## config.mk

```make
export PLATFORM = sky130hd
export DESIGN_NAME = lpm_front
export DESIGN_NICKNAME = d
export VERILOG_FILES = /design/src/hw/rtl/lpm_pkg.sv /design/src/hw/rtl/lpm_front.sv
export SDC_FILE = /design/constraint.sdc
export NUM_CORES = 1
export LEC_CHECK = 0
export BUFFER_PORTS_ARGS = -buffer_cell sky130_fd_sc_hd__buf_4
export CORE_MARGIN = 3
export CORE_UTILIZATION = 40
export DETAILED_ROUTE_END_ITERATION = 12
export GPL_ROUTABILITY_DRIVEN = 0
export PLACE_DENSITY = 0.77
export SYNTH_ARGS = -nofsm -noshare
export SYNTH_HDL_FRONTEND = slang
export SYNTH_SLANG_ARGS = --single-unit
```

## constraint.sdc

```tcl
create_clock -name clk -period 7.2 [get_ports clk]
set_input_delay 2.16 -clock clk [delete_from_list [all_inputs] [get_ports clk]]
set_output_delay 2.16 -clock clk [all_outputs]
set_load 0.1 [all_outputs]
```

## src/hw/rtl/lpm_pkg.sv

```systemverilog
`default_nettype none

package lpm_pkg;

    // request kinds as they arrive on req_type
    typedef enum logic [0:0] {
        CMD_WRITE  = 1'b0,
        CMD_LOOKUP = 1'b1
    } cmd_kind_t;

    // field widths fixed by the interface
    localparam int unsigned IDX_W   = 8;
    localparam int unsigned ADDR_W  = 32;
    localparam int unsigned PORT_W  = 8;
    localparam int unsigned COUNT_W = 9;

    // entries in the queue between front and back
    localparam int unsigned QUEUE_DEPTH = 2;

    // classified command; key holds the prefix of a write or the address of a lookup
    typedef struct packed {
        cmd_kind_t           kind;
        logic [IDX_W-1:0]    index;
        logic [ADDR_W-1:0]   key;
        logic [ADDR_W-1:0]   mask;
        logic [PORT_W-1:0]   port;
    } lpm_cmd_t;

    // one routing table entry
    typedef struct packed {
        logic [ADDR_W-1:0]   prefix;
        logic [ADDR_W-1:0]   mask;
        logic [PORT_W-1:0]   port;
    } lpm_entry_t;

endpackage

`default_nettype wire

```

## src/hw/rtl/lpm_front.sv

```systemverilog
`default_nettype none

module lpm_front #(
    parameter int unsigned TABLE_DEPTH = 256
) (
    input  wire logic                          clk,
    input  wire logic                          rst_n,
    input  wire logic                          in_valid,
    output logic                               in_stall,
    input  wire logic                          req_type,
    input  wire logic [lpm_pkg::IDX_W-1:0]     entry_index,
    input  wire logic [lpm_pkg::ADDR_W-1:0]    entry_prefix,
    input  wire logic [lpm_pkg::ADDR_W-1:0]    entry_mask,
    input  wire logic [lpm_pkg::PORT_W-1:0]    entry_port,
    input  wire logic [lpm_pkg::ADDR_W-1:0]    dest_ip,
    output logic                               push_valid,
    input  wire logic                          push_ready,
    output lpm_pkg::lpm_cmd_t                  push_cmd
);
    import lpm_pkg::*;

    logic      cmd_valid_reg;
    logic      cmd_valid_next;
    lpm_cmd_t  cmd_reg;
    lpm_cmd_t  cmd_next;
    logic      in_accept;
    logic      idx_in_range;
    cmd_kind_t kind;

    assign in_stall  = cmd_valid_reg && !push_ready;
    assign in_accept = in_valid && !in_stall;

    assign kind         = cmd_kind_t'(req_type);
    assign idx_in_range = 32'(entry_index) < 32'(TABLE_DEPTH);

    always_comb
    begin
        cmd_next.kind  = kind;
        cmd_next.index = entry_index;
        cmd_next.key   = (kind == CMD_LOOKUP) ? dest_ip : entry_prefix;
        cmd_next.mask  = entry_mask;
        cmd_next.port  = entry_port;
    end

    // writes beyond the table are dropped here
    always_comb
    begin
        cmd_valid_next = cmd_valid_reg && !push_ready;
        if (in_accept)
        begin
            cmd_valid_next = (kind == CMD_LOOKUP) || idx_in_range;
        end
    end

    always_ff @(posedge clk or negedge rst_n)
    begin
        if (!rst_n)
        begin
            cmd_valid_reg <= 1'b0;
        end
        else
        begin
            cmd_valid_reg <= cmd_valid_next;
        end
    end

    always_ff @(posedge clk)
    begin
        if (in_accept)
        begin
            cmd_reg <= cmd_next;
        end
    end

    assign push_valid = cmd_valid_reg;
    assign push_cmd   = cmd_reg;

endmodule

`default_nettype wire

```

==> results.tsv <==
metric	value	unit
cts_setup_buffers	0	
post_cts_resized	0	
p_leak	2.11	nW
layout-drive-gt1-share	0.736	
antenna_left	0	
reg2reg_to	push_cmd[15]	
drv_slew	0	
io_pins	200	
finalNetCount	445	
tightest_slew	1.02	ns
seqPwrFrac	0.469	
hold_viol	0	
netlist-cell-type-count	9	
hold_class	flop to flop	
crit_required	5.04	ns
synth-warning-count	0	
clkTransAtPathRegs	0.07	ns
clockBufferDepth	2	
worst_ep_arrival_time	2.79	ns
syn_nets	239	
cts_tree	built	
reg2reg_depth	2	
peakVddDrop	0.112	mV
postPlaceCellArea	4570	um^2
routed_wl	7270	um
hold_depth	2	
dp.cells	416	
via_count	1904	
crit_fanout	3	
cts.sinks	82	
worstHoldStart	push_valid	
critPathLaunchType	primary input	
final_cell_count_no_fill	432	
clock_skew	0.00637	ns
num-fill-cells	522	
h-tree-depth	3	
setup.worst_path.end_class	output pin	
grt-ovfl-total	0	
r2r-start	push_valid	
syn_to_final_growth	57.5	%
grt_pass1_vias	2015	
dr.pass1.iters	4	
cap_violations	0	
whs	0.559	ns
dieArea	8640	um^2
die_y	93.0	um
syn-cell-area	3020	um^2
synth_cells	122	
outcome	finished clean	
ys_seq_elements	82	
p_sw_frac	0.321	
max_slew_margin	0.317	
cts_root_buffer	clkbuf_8	
holdBufCountCts	0	
initial_core_util	0.415	
cts_inserted_buffers	9	
drtIter0Drc	39	
route.detailed.drc	0	
grt_first_pass_wirelength	10300	um
grt_max_degree	82	
portBuffers	199	
min_period	4.95	ns
utilization	0.653	
worstSetupPathType	primary input to output pin	
finalSetupTns	0	ns
reg2reg_slack	5.45	ns
rows	31	
core_area	7290	um^2
clk_latency	0.33	ns
vias_per_cell	4.41	
layout.cells.most_common_list	buf_4, edfxtp_1, mux2_4, clkbuf_8, clkbuf_1	
intPower	822	uW
rsz0062_at_grt	no	
syn_area_per_cell	24.8	um^2
design_area	4760	um^2
antenna_cells	0	
grt_antenna_before_repair	0	
power.density	254	nW/um^2
ys_seq_area_frac	0.813	
power_switching	388	uW
period_share	0.687	
clockPowerShare	0.261	
finalSetupViolCount	0	
dieWidth	93.0	um
pwr-share-comb	0.271	
post_drt_wl_per_cell	16.8	um
holdPathEnd	push_valid	
final_common_cell	buf_4	
gr-usage-all-layers	0.164	
fmaxAchievable	0.202	GHz
kinds of logic (layout without fill, tap and decap cells):
family	Yosys count	in the layout	synth area share
buffers and inverters	5	216	0.0248
and+or+nand+nor	3	3	0.00621
muxes	32	32	0.156
DFF	82	82	0.813
worst max path at each step:
stage | start | end | cells after the start
detailed placement | push_ready | in_stall | 4
CTS | push_ready | in_stall | 4
finish | push_ready | in_stall | 4
floorplan | push_ready | in_stall | 2
global placement | push_ready | in_stall | 4
global route | push_ready | in_stall | 4
state kept, by name, summed over array words and instances (netlist names):
name        count
push_valid      1
push_cmd       81
worst max-delay path, stage by stage:
cell,delay (ns)
buf_4,0.11
nand2b_1,0.16
inv_1,0.07
buf_4,0.28
layout make-up:
type | instances | area [um^2] | share of cell area
clock buffer | 13 | 149 | 0.0313
multi-input combinational | 35 | 494 | 0.104
tap | 99 | 124 | 0.0260
clock inverter | 3 | 40.0 | 0.00841
timing repair buffer | 199 | 1490 | 0.314
sequential | 82 | 2460 | 0.516
inverter | 1 | 3.75 | 0.000788
synthesized netlist by cell type:
cell | count | share of area
and2_1 | 1 | 0.0021
mux2_2 | 2 | 0.0074
inv_1 | 1 | 0.0012
buf_12 | 3 | 0.020
mux2_4 | 30 | 0.15
buf_6 | 1 | 0.0037
dfrtp_1 | 1 | 0.0083
nand2b_1 | 2 | 0.0041
edfxtp_1 | 81 | 0.80
metal layers:
metal	part of all wire	global-route usage
met1	0.31	0.156
met2	0.55	0.292
met3	0.12	0.0739
met4	0.028	0.0928
met5	0	0
power by group through the flow:
stage	clock [mW]	sequential, mW	combinational [mW]
3_5_place_dp	0	0.578	0.329
4_1_cts	0.328	0.567	0.329
6_report	0.315	0.567	0.327
2_1_floorplan	0	0.772	0.0427
5_1_grt	0.346	0.569	0.336
3_3_place_gp	0	0.577	0.326
metrics by stage:
step	power (mW)	worst slack (ns)
finish	1.21	2.25
global route	1.25	2.23
global placement	0.902	2.28
CTS	1.22	2.25
floorplan	0.814	2.10
detailed placement	0.907	2.26
Note: power is estimated with default switching activity, not from simulation.
