## config.mk

```make
export PLATFORM = sky130hd
export DESIGN_NAME = lpm_queue
export DESIGN_NICKNAME = d
export VERILOG_FILES = /design/src/hw/rtl/lpm_pkg.sv /design/src/hw/rtl/lpm_queue.sv
export SDC_FILE = /design/constraint.sdc
export NUM_CORES = 1
export LEC_CHECK = 0
export BUFFER_PORTS_ARGS = -buffer_cell sky130_fd_sc_hd__buf_2
export CAP_MARGIN = 20
export CORE_MARGIN = 2
export CORE_UTILIZATION = 25
export CTS_CLUSTER_DIAMETER = 80
export DETAILED_ROUTE_END_ITERATION = 8
export HOLD_SLACK_MARGIN = 0.06
export PLACE_DENSITY = 0.54
export SETUP_SLACK_MARGIN = 0.5
export SYNTH_ARGS = -nofsm -noshare
export SYNTH_HDL_FRONTEND = slang
export SYNTH_SLANG_ARGS = --single-unit
```

## constraint.sdc

```tcl
create_clock -name clk -period 12.3 [get_ports clk]
set_input_delay 0.615 -clock clk [delete_from_list [all_inputs] [get_ports clk]]
set_output_delay 0.615 -clock clk [all_outputs]
set_load 0.05 [all_outputs]
```

## src/hw/rtl/lpm_pkg.sv

```systemverilog
`default_nettype none

package lpm_pkg;

    // request kinds as they arrive on req_type
    typedef enum logic [0:0] {
        CMD_WRITE  = 1'b0,
        CMD_LOOKUP = 1'b1
    } cmd_kind_t;

    // field widths fixed by the interface
    localparam int unsigned IDX_W   = 8;
    localparam int unsigned ADDR_W  = 32;
    localparam int unsigned PORT_W  = 8;
    localparam int unsigned COUNT_W = 9;

    // entries in the queue between front and back
    localparam int unsigned QUEUE_DEPTH = 2;

    // classified command; key holds the prefix of a write or the address of a lookup
    typedef struct packed {
        cmd_kind_t           kind;
        logic [IDX_W-1:0]    index;
        logic [ADDR_W-1:0]   key;
        logic [ADDR_W-1:0]   mask;
        logic [PORT_W-1:0]   port;
    } lpm_cmd_t;

    // one routing table entry
    typedef struct packed {
        logic [ADDR_W-1:0]   prefix;
        logic [ADDR_W-1:0]   mask;
        logic [PORT_W-1:0]   port;
    } lpm_entry_t;

endpackage

`default_nettype wire

```

## src/hw/rtl/lpm_queue.sv

```systemverilog
`default_nettype none

module lpm_queue (
    input  wire logic              clk,
    input  wire logic              rst_n,
    input  wire logic              push_valid,
    output logic                   push_ready,
    input  wire lpm_pkg::lpm_cmd_t push_cmd,
    output logic                   pop_valid,
    input  wire logic              pop_ready,
    output lpm_pkg::lpm_cmd_t      pop_cmd
);
    import lpm_pkg::*;

    localparam int unsigned PTR_W = (QUEUE_DEPTH > 1) ? $clog2(QUEUE_DEPTH) : 1;
    localparam int unsigned CNT_W = $clog2(QUEUE_DEPTH + 1);

    lpm_cmd_t          slot_reg [QUEUE_DEPTH];
    logic [PTR_W-1:0]  wr_ptr_reg;
    logic [PTR_W-1:0]  wr_ptr_next;
    logic [PTR_W-1:0]  rd_ptr_reg;
    logic [PTR_W-1:0]  rd_ptr_next;
    logic [CNT_W-1:0]  count_reg;
    logic [CNT_W-1:0]  count_next;
    logic              push;
    logic              pop;

    assign push_ready = count_reg != CNT_W'(QUEUE_DEPTH);
    assign pop_valid  = count_reg != '0;
    assign pop_cmd    = slot_reg[rd_ptr_reg];

    assign push = push_valid && push_ready;
    assign pop  = pop_valid && pop_ready;

    always_comb
    begin
        wr_ptr_next = wr_ptr_reg;
        rd_ptr_next = rd_ptr_reg;
        count_next  = count_reg;
        if (push)
        begin
            wr_ptr_next = (wr_ptr_reg == PTR_W'(QUEUE_DEPTH - 1)) ? '0 : wr_ptr_reg + 1'b1;
        end
        if (pop)
        begin
            rd_ptr_next = (rd_ptr_reg == PTR_W'(QUEUE_DEPTH - 1)) ? '0 : rd_ptr_reg + 1'b1;
        end
        if (push && !pop)
        begin
            count_next = count_reg + 1'b1;
        end
        else if (pop && !push)
        begin
            count_next = count_reg - 1'b1;
        end
    end

    always_ff @(posedge clk or negedge rst_n)
    begin
        if (!rst_n)
        begin
            wr_ptr_reg <= '0;
            rd_ptr_reg <= '0;
            count_reg  <= '0;
        end
        else
        begin
            wr_ptr_reg <= wr_ptr_next;
            rd_ptr_reg <= rd_ptr_next;
            count_reg  <= count_next;
        end
    end

    always_ff @(posedge clk)
    begin
        if (push)
        begin
            slot_reg[wr_ptr_reg] <= push_cmd;
        end
    end

    a_count_bound: assert property (@(posedge clk) disable iff (!rst_n)
        count_reg <= CNT_W'(QUEUE_DEPTH))
        else $error("queue count beyond depth");

    a_count_up: assert property (@(posedge clk) disable iff (!rst_n)
        push && !pop |=> count_reg == $past(count_reg) + 1'b1)
        else $error("queue count did not follow a push");

    a_ptr_gap: assert property (@(posedge clk) disable iff (!rst_n)
        count_reg == '0 |-> wr_ptr_reg == rd_ptr_reg)
        else $error("empty queue with pointers apart");

endmodule

`default_nettype wire

```

==> flow_metrics.env, run 1 <==
export IMPL_dp_hpwl_um=7880
export IMPL_yosys_area_top_type_share_pct=75.6
export IMPL_routed_wl_um=12100
export IMPL_regToRegSetupSlack_ns=10.07
export IMPL_syn_to_final_growth_pct=28.1
export IMPL_synth_area_sq_um=6440
export IMPL_cts_resized=0
export IMPL_synth_compound_area_share_pct=0
export IMPL_track_usage_pct=9.03
export IMPL_max_vdd_ir_drop_uv=132
export IMPL_grt_pass1_vias=3386
export IMPL_p_sw_share_pct=39.5
export IMPL_finalClockSkew_ns=0.00577
export IMPL_cp_max_fo=34
export IMPL_p_per_area_nw_per_um2=288
export IMPL_layout_common_cells="buf_2, edfxtp_1, mux2_4, clkbuf_16, bufinv_16"
export IMPL_drive_gt1_share_pct=61.2
export IMPL_layout_commonest_cell="buf_2"
export IMPL_h_tree_depth=4
export IMPL_p_switching_w=0.000937
export IMPL_slew_headroom_pct=58.7
export IMPL_detail_route_first_pass_iterations=4
export IMPL_drt_iter0_drc=142
export IMPL_clkTransAtPathRegs_ns=0.06
export IMPL_setup_viol=0
export IMPL_cts_setup_buffers=0
export IMPL_hold_end="slot_reg[0][32]"
export IMPL_cp_start_kind="flip-flop"
export IMPL_synthMuxAreaShare_pct=18.8
export IMPL_portBuffers=167
export IMPL_cts_sinks=166
export IMPL_die_h_um=164
export IMPL_cts_path_max_buffers=2
export IMPL_cts_tree="built"
export IMPL_overflow=0
export IMPL_yosys_warnings=0
export IMPL_die_x_um=164
export IMPL_syn_inst=270
export IMPL_synthSimpleGateAreaFrac_pct=0.525
export IMPL_worst_slew_pin_slew_ns=0.620
export IMPL_rr_worst_depth=4
export IMPL_synthAdderAreaFrac_pct=0.194
export IMPL_seqPwrFrac_pct=34.8
export IMPL_crit_arrival_ns=2.59
export IMPL_initial_utilization_pct=25.5
export IMPL_ant_nets=0
export IMPL_stdcell_count=796
export IMPL_end_kind="output port"
export IMPL_vias=3112
export IMPL_ys_top_cells_by_area="edfxtp_1, mux2_4, buf_12"
export IMPL_ys_ff_latch=166
export IMPL_worstSetupPathType="reg2out"
export IMPL_viasPerCell=3.91
export IMPL_max_freq_ghz=0.312
export IMPL_maxCapViolCount=0
export IMPL_holdCritStartpoint="push_cmd[32]"
export IMPL_gp_congestion=0.665
export IMPL_leakage_nw=3.25
export IMPL_syn_area_per_cell_sq_um=23.8
export IMPL_finalHoldViolations=0
export IMPL_synth_largest_area_cell="edfxtp_1"
export IMPL_drc=0
export IMPL_maxSlewViolCount=0
export IMPL_worstHoldPathType="in2reg"
export IMPL_clkLatencyLatePin_ns=0.41
export IMPL_r2r_end="slot_reg[0][14]"
export IMPL_largest_register_ff_count=162
export IMPL_fin_crit_ns=3.20
export IMPL_rsz0062_at_grt="no"
export IMPL_grt_max_degree=82
export IMPL_ios=168
export IMPL_dp_cells=762
export IMPL_cts_made_buffers=17
export IMPL_synthesis_nets=356
export IMPL_power_share_combinational_pct=41.9
export IMPL_hold_depth=1
export IMPL_tns_ns=0
export IMPL_die_area_sq_um=27100
export IMPL_synth_top_family_by_area="multiplexers"
export IMPL_period_share_pct=26.0
export IMPL_final_nets=540
export IMPL_grt_pass1_wl_um=18200
export IMPL_root_buffer="clkbuf_16"
export IMPL_antennaDiodeCount=0
export IMPL_timing_rr_start="count_reg[0]"
export IMPL_internal_power_w=0.00144
export IMPL_status="complete, no violations"
export IMPL_wire_per_inst_um=15.2
export IMPL_ys_seq_area_share_pct=77.1
export IMPL_p_total_w=0.00238
export IMPL_ys_types=15
export IMPL_core_area_sq_um=25300
export IMPL_core_rowCount=58
export IMPL_antenna_found_initial=0
export IMPL_clockPowerShare_pct=23.3
export IMPL_synth_xor_xnor_area_share_pct=0.680
export IMPL_fillers=2471
export IMPL_required_ns=11.69
## final cells by class
cell class | instances | area (sq um) | area share, %
tap | 330 | 413 | 5.00
inverter | 1 | 3.75 | 0.0455
timing repair buffer | 174 | 943 | 11.4
clock buffer | 19 | 433 | 5.25
sequential | 166 | 4970 | 60.2
clock inverter | 12 | 178 | 2.15
multi-input combinational | 94 | 1310 | 15.9
## kinds of logic after synthesis
kind of cell             after synthesis
XOR/XNOR                               5
multiplexers                          81
buffers and inverters                 10
AND/OR/NAND/NOR                        7
flip-flops                           166
adder cells (fa/ha/maj)                1
## stage by stage
stage	util, %	setup slack [ns]	instance area (sq um)	hold slack [ns]
floorplan	-	7.33	6440	0.319
global placement	29.9	9.32	7550	0.422
detailed placement	30.0	9.28	7580	0.424
CTS	32.5	8.83	8200	0.361
global route	32.7	8.94	8250	0.361
finish	32.7	9.10	8250	0.387
## worst max-delay path by stage
stage / startpoint / endpoint / slack (ns) / depth (start not counted)
global placement: rd_ptr_reg / pop_cmd[60] / 9.32 / 3
floorplan: count_reg[0] / slot_reg[0][0] / 7.33 / 3
CTS: rd_ptr_reg / pop_cmd[60] / 8.83 / 3
finish: rd_ptr_reg / pop_cmd[13] / 9.10 / 4
global route: rd_ptr_reg / pop_cmd[26] / 8.94 / 4
detailed placement: rd_ptr_reg / pop_cmd[60] / 9.28 / 3
## worst max-delay path: stages (launching register included)
cell     delay, ns
dfrtp_4       0.70
buf_4         0.56
buf_16        0.32
mux2_4        0.34
buf_2         0.21
## power by group through the flow
stage | Sequential [W] | Combinational, W | Clock [W]
2_1_floorplan | 0.000822 | 0.000871 | 0
3_3_place_gp | 0.000837 | 0.000988 | 0
3_5_place_dp | 0.000844 | 0.00100 | 0
4_1_cts | 0.000832 | 0.00101 | 0.000575
5_1_grt | 0.000841 | 0.00105 | 0.000597
6_report | 0.000827 | 0.000995 | 0.000553
## timing repair
| action | in CTS | in global routing |
|---|---|---|
| hold buffers | 1 | 0 |
| endpoints found under the setup margin | 0 | 0 |
| endpoints found under the hold margin | 4 | 0 |
## per-layer routing
layer | track usage [%] | vias to the layer above | wire length [um] | share of wire [%]
met3 | 3.57 | 8 | 794 | 6.6
met5 | 0 | - | 0 | 0
met4 | 2.61 | 0 | 96 | 0.80
li1 | - | 1435 | - | -
met1 | 10.6 | 1565 | 5020 | 42
met2 | 15.4 | 104 | 6160 | 51
## synthesized netlist by cell type
cell,count
xor2_1,2
ha_1,1
dfrtp_1,4
buf_6,1
inv_1,1
buf_12,8
nor2_1,2
xnor2_1,3
or2_1,1
and3_1,1
mux2_2,2
mux2_4,79
nand2_1,2
nand2b_1,1
edfxtp_1,162
(Power assumes the default switching activity.)
==> run 2, diff against run 1 <==
Settings changed: ABC_AREA from default to 1, PLACE_DENSITY 0.54 to 0.56.
Clock period 12.3 ns to 2.9 ns, I/O delays scaled along.
==> flow_metrics.env, run 2 <==
export IMPL_stdcell_count=1046
export IMPL_cp_start_kind="flip-flop"
export IMPL_clkTransAtPathRegs_ns=0.06
export IMPL_detail_route_first_pass_iterations=4
export IMPL_rr_worst_depth=5
export IMPL_synth_most_common_cell="nand2_1"
export IMPL_worstSetupPathType="reg2out"
export IMPL_cts_made_buffers=17
export IMPL_gr_usage_met1_pct=14.1
export IMPL_status="complete, no violations"
export IMPL_yosys_area_top_type_share_pct=79.2
export IMPL_finalHoldViolations=0
export IMPL_setup_viol=0
export IMPL_ys_ff_latch=166
export IMPL_ios=168
export IMPL_syn_inst=451
export IMPL_syn_to_final_growth_pct=43.0
export IMPL_yosys_warnings=0
export IMPL_required_ns=2.76
export IMPL_cts_tree="built"
export IMPL_dp_hpwl_um=8150
export IMPL_largest_register_ff_count=162
export IMPL_worst_slew_pin_slew_ns=0.523
export IMPL_grt_pass1_vias=4187
export IMPL_die_h_um=161
export IMPL_worstHoldPathType="in2reg"
export IMPL_slew_headroom_pct=65.1
export IMPL_max_vdd_ir_drop_uv=530
export IMPL_ant_nets=0
export IMPL_hold_slack_ns=0.105
export IMPL_synth_main_ff_cell="edfxtp_1"
export IMPL_maxSlewViolCount=0
export IMPL_wire_per_inst_um=13.6
export IMPL_clkLatencyLatePin_ns=0.42
export IMPL_die_area_sq_um=25800
export IMPL_tns_ns=0
export IMPL_met2_usage_pct=18.3
export IMPL_end_kind="output port"
export IMPL_die_x_um=161
export IMPL_synthesis_nets=537
export IMPL_r2r_end="slot_reg[0][6]"
export IMPL_ys_types=15
export IMPL_vias=4075
export IMPL_dp_cells=931
export IMPL_final_nets=796
export IMPL_drive_gt1_share_pct=28.6
export IMPL_finalClockSkew_ns=0.0214
export IMPL_crit_arrival_ns=2.10
export IMPL_hold_depth=3
export IMPL_grt_max_degree=82
export IMPL_rsz0062_at_grt="no"
export IMPL_viasPerCell=3.90
export IMPL_p_per_area_nw_per_um2=1160
export IMPL_fin_ws_ns=0.658
export IMPL_cts_path_max_buffers=2
export IMPL_core_rowCount=57
export IMPL_max_freq_ghz=0.446
export IMPL_synth_area_sq_um=6140
export IMPL_core_area_sq_um=24200
export IMPL_holdCritStartpoint="push_valid"
export IMPL_track_usage_pct=11.1
export IMPL_h_tree_depth=4
export IMPL_period_share_pct=77.3
export IMPL_cp_max_fo=37
export IMPL_cts_sinks=166
export IMPL_routed_wl_um=14200
export IMPL_gp_congestion=0.680
export IMPL_portBuffers=167
export IMPL_leakage_nw=3.71
export IMPL_async_flop_share_pct=2.41
export IMPL_overflow=0
export IMPL_ys_seq_area_share_pct=80.8
export IMPL_ys_top_cells_by_area="edfxtp_1, nand2_1, buf_6"
export IMPL_layout_commonest_cell="nand2_1"
export IMPL_layout_common_cells="nand2_1, buf_2, edfxtp_1, dlygate4sd3_1, clkbuf_16"
export IMPL_root_buffer="clkbuf_16"
export IMPL_syn_area_per_cell_sq_um=13.6
export IMPL_initial_utilization_pct=25.3
export IMPL_dp_slack_ns=0.943
export IMPL_fin_crit_ns=2.24
export IMPL_grt_busiest_layer="met2"
export IMPL_drt_iter0_drc=181
export IMPL_grt_pass1_wl_um=21900
export IMPL_regToRegSetupSlack_ns=1.25
export IMPL_timing_rr_start="count_reg[0]"
export IMPL_synth_common_cells="nand2_1, edfxtp_1, buf_6"
export IMPL_maxCapViolCount=0
export IMPL_drc=0
export IMPL_hold_end="wr_ptr_reg"
export IMPL_use_met3_pct=3.46
export IMPL_synth_edff_count=162
export IMPL_synth_largest_area_cell="edfxtp_1"
export IMPL_antenna_found_initial=1
## run 2: layout make-up
type	count	area, sq um
Fill cell	2381	15500
Sequential cell	166	4970
Timing Repair Buffer	257	1760
Multi-Input combinational cell	261	1030
Clock buffer	19	433
Tap cell	324	405
Clock inverter	11	159
Inverter	7	26.3
Antenna cell	1	2.50
## run 2: through the flow
step | area, sq um | power, W | utilization (%)
after floorplan | 6160 | 0.00687 | -
after global placement | 7330 | 0.00788 | 30.2
after detailed placement | 7330 | 0.00791 | 30.2
after CTS | 8780 | 0.0104 | 36.2
after global routing | 8780 | 0.0108 | 36.2
final | 8780 | 0.0102 | 36.2
## run 2: worst max path at each step
stage	end	cells past startpoint	slack [ns]	startpoint
2_1_floorplan	slot_reg[0][0]	4	0.51	count_reg[0]
3_3_place_gp	pop_cmd[39]	5	0.95	rd_ptr_reg
3_5_place_dp	pop_cmd[11]	4	0.94	rd_ptr_reg
4_1_cts	pop_cmd[23]	5	0.60	rd_ptr_reg
5_1_grt	pop_cmd[18]	5	0.52	rd_ptr_reg
6_report	pop_cmd[18]	5	0.66	rd_ptr_reg
## run 2: logic make-up after synthesis
family	count (synthesis)	share of synthesized area, %
simple gates	258	15.9
flops	166	80.8
buf+inv	24	2.77
xor+xnor	2	0.285
fa+ha+maj	1	0.204
## run 2: critical path, cell delays in order (launching register included)
cell and delay [ns]:
dfrtp_4 0.65, inv_2 0.12, buf_4 0.40, nand2_1 0.17
nand2_1 0.08, buf_2 0.25
## run 2: what timing repair did
item	in CTS	in global routing
hold buffers	83	0
hold endpoints to repair	167	0
endpoints found under the setup margin	19	7
pin swaps	0	0
resized for setup	0	1
buffers inserted	1	0
## run 2: report_power, final
| group | leakage (nW) | switching [W] | internal (W) |
|---|---|---|---|
| registers | 1.55 | 0.000202 | 0.00328 |
| logic | 1.87 | 0.00352 | 0.000918 |
| clock network | 0.288 | 0.000878 | 0.00142 |
## run 2: routing by layer
metal  part of all wire (%)  vias up  wire length (um)
li1                       -     2035                 -
met1                     46     1907              6570
met2                     49      123              6900
met3                    4.2       10               590
met4                    1.0        0               146
met5                      0        -                 0
==> run 3, diff against run 2 <==
Settings changed: PLACE_DENSITY 0.56 to 0.54.
Clock period 2.9 ns to 2.1 ns, I/O delays scaled along.
==> flow_metrics.env, run 3 (synthesis gave the netlist of run 2 again) <==
export IMPL_tns_ns=0
export IMPL_drive_gt1_share_pct=33.4
export IMPL_p_total_w=0.0162
export IMPL_initial_utilization_pct=25.3
export IMPL_clockPowerShare_pct=19.5
export IMPL_fin_crit_ns=1.70
export IMPL_cp_max_fo=21
export IMPL_layout_commonest_cell="nand2_1"
export IMPL_seqPwrFrac_pct=29.4
export IMPL_hold_slack_ns=0.403
export IMPL_viasPerCell=3.99
export IMPL_crit_arrival_ns=1.60
export IMPL_portBuffers=167
export IMPL_path_cells="buf_4, buf_12, nand2_1, nand2_1, buf_6"
export IMPL_cts_made_buffers=17
export IMPL_status="complete, no violations"
export IMPL_maxSlewViolCount=0
export IMPL_detail_route_first_pass_iterations=6
export IMPL_max_vdd_ir_drop_uv=698
export IMPL_ios=168
export IMPL_dp_cells=934
export IMPL_leakage_nw=4.04
export IMPL_stdcell_count=1059
export IMPL_antenna_found_initial=1
export IMPL_cp_start_kind="flip-flop"
export IMPL_die_x_um=161
export IMPL_cp_slowest_cell="dfrtp_4"
export IMPL_ant_nets=0
export IMPL_cts_path_max_buffers=2
export IMPL_syn_to_final_growth_pct=58.0
export IMPL_gp_congestion=0.690
export IMPL_internal_power_w=0.00917
export IMPL_p_per_area_nw_per_um2=1670
export IMPL_cpPeakStageDelay_ns=0.54
export IMPL_routed_wl_um=15900
export IMPL_drt_iter0_drc=183
export IMPL_power_share_combinational_pct=51.0
export IMPL_p_sw_share_pct=43.3
export IMPL_drc=0
export IMPL_setup_viol=0
export IMPL_core_rowCount=57
export IMPL_grt_pass1_vias=4239
export IMPL_slew_headroom_pct=76.2
export IMPL_h_tree_depth=4
export IMPL_maxCapViolCount=0
export IMPL_cts_tree="built"
export IMPL_finalHoldViolations=0
export IMPL_end_kind="output port"
export IMPL_max_freq_ghz=0.587
export IMPL_finalClockSkew_ns=0.00850
export IMPL_die_h_um=161
export IMPL_required_ns=2.00
export IMPL_core_area_sq_um=24200
export IMPL_path_common_cell="nand2_1"
export IMPL_die_area_sq_um=25800
export IMPL_clkTransAtPathRegs_ns=0.07
export IMPL_dp_hpwl_um=8340
export IMPL_p_switching_w=0.00701
export IMPL_period_share_pct=81.2
export IMPL_grt_max_degree=55
export IMPL_worstSetupPathType="reg2out"
export IMPL_vias=4221
export IMPL_overflow=0
export IMPL_track_usage_pct=12.1
export IMPL_grt_pass1_wl_um=23300
export IMPL_final_nets=808
export IMPL_rsz0062_at_grt="yes"
export IMPL_worstHoldPathType="in2reg"
export IMPL_wire_per_inst_um=15.0
export IMPL_clkLatencyLatePin_ns=0.42
export IMPL_largest_register_ff_count=162
export IMPL_root_buffer="clkbuf_16"
export IMPL_layout_common_cells="nand2_1, edfxtp_1, dlygate4sd3_1, buf_2, buf_6"
export IMPL_worst_slew_pin_slew_ns=0.358
export IMPL_cts_sinks=166
==> run 3: changes by cell type in the layout (fill, tap and decap cells not counted), sizes merged <==
cell / before / now
buf: 174 / 181
bufinv: 4 / 3
clkbuf: 19 / 20
clkinv: 6 / 11
clkinvlp: 1 / 0
dlygate4sd3: 83 / 85
==> run 3: layout make-up <==
type                       instances  area, sq um
antenna                            1         2.50
tap                              324          405
inverter                           7         38.8
multi-input combinational        261         1160
timing repair buffer             269         2540
fill                            2244        14500
clock buffer                      17          425
sequential                       166         4970
clock inverter                    14          160
==> run 3: final timing paths <==
| kind | slack [ns] | cells past startpoint | from | end |
|---|---|---|---|---|
| worst max-delay path | 0.40 | 5 | rd_ptr_reg | pop_cmd[34] |
| worst min-delay path | 0.40 | 2 | push_cmd[79] | slot_reg[0][79] |
| worst max register to register | 0.61 | 5 | count_reg[0] | slot_reg[1][31] |
| worst min register to register | 0.52 | 1 | count_reg[0] | count_reg[0] |
| max in group asynchronous | 1.25 | 3 | rst_n | rd_ptr_reg |
| min in group asynchronous | 0.64 | 3 | rst_n | wr_ptr_reg |
==> run 3: power by group through the flow <==
stage	sequential (W)	clock (W)	combinational, W
floorplan	0.00477	0	0.00475
global placement	0.00483	0	0.00619
detailed placement	0.00484	0	0.00622
CTS	0.00474	0.00327	0.00779
global route	0.00482	0.00339	0.00876
finish	0.00476	0.00316	0.00826
==> run 3: metal layers <==
metal | vias up | part of all wire (%) | routed length [um] | track usage [%]
met5 | - | 0 | 0 | 0
met4 | 0 | 1.3 | 201 | 4.42
met3 | 12 | 5.2 | 828 | 3.51
met2 | 138 | 49 | 7840 | 20.2
met1 | 2003 | 44 | 7030 | 14.9
li1 | 2068 | - | - | -
==> run 3: what timing repair did <==
| item | in CTS | in global routing |
|---|---|---|
| resized for setup | 151 | 71 |
| gates cloned | 3 | 2 |
| buffers inserted | 3 | 0 |
| pin swaps | 0 | 12 |
| hold endpoints to repair | 168 | 0 |
| hold buffers | 85 | 0 |
| setup endpoints to repair | 81 | 109 |
==> run 3: worst max-delay path: cells and delay by family (launching register included) <==
family	cells	cell delay, ns
buffers and inverters	3	0.48
flip-flops	1	0.54
AND/OR/NAND/NOR	2	0.14
==> run 3: metrics by stage <==
| stage | instance area, sq um | setup slack (ns) | util (%) |
|---|---|---|---|
| 2_1_floorplan | 6190 | -0.190 | - |
| 3_5_place_dp | 7400 | 0.551 | 30.5 |
| 4_1_cts | 9400 | 0.336 | 38.8 |
| 5_1_grt | 9700 | 0.313 | 40.0 |
| 3_3_place_gp | 7400 | 0.566 | 30.5 |
| 6_report | 9700 | 0.395 | 40.0 |
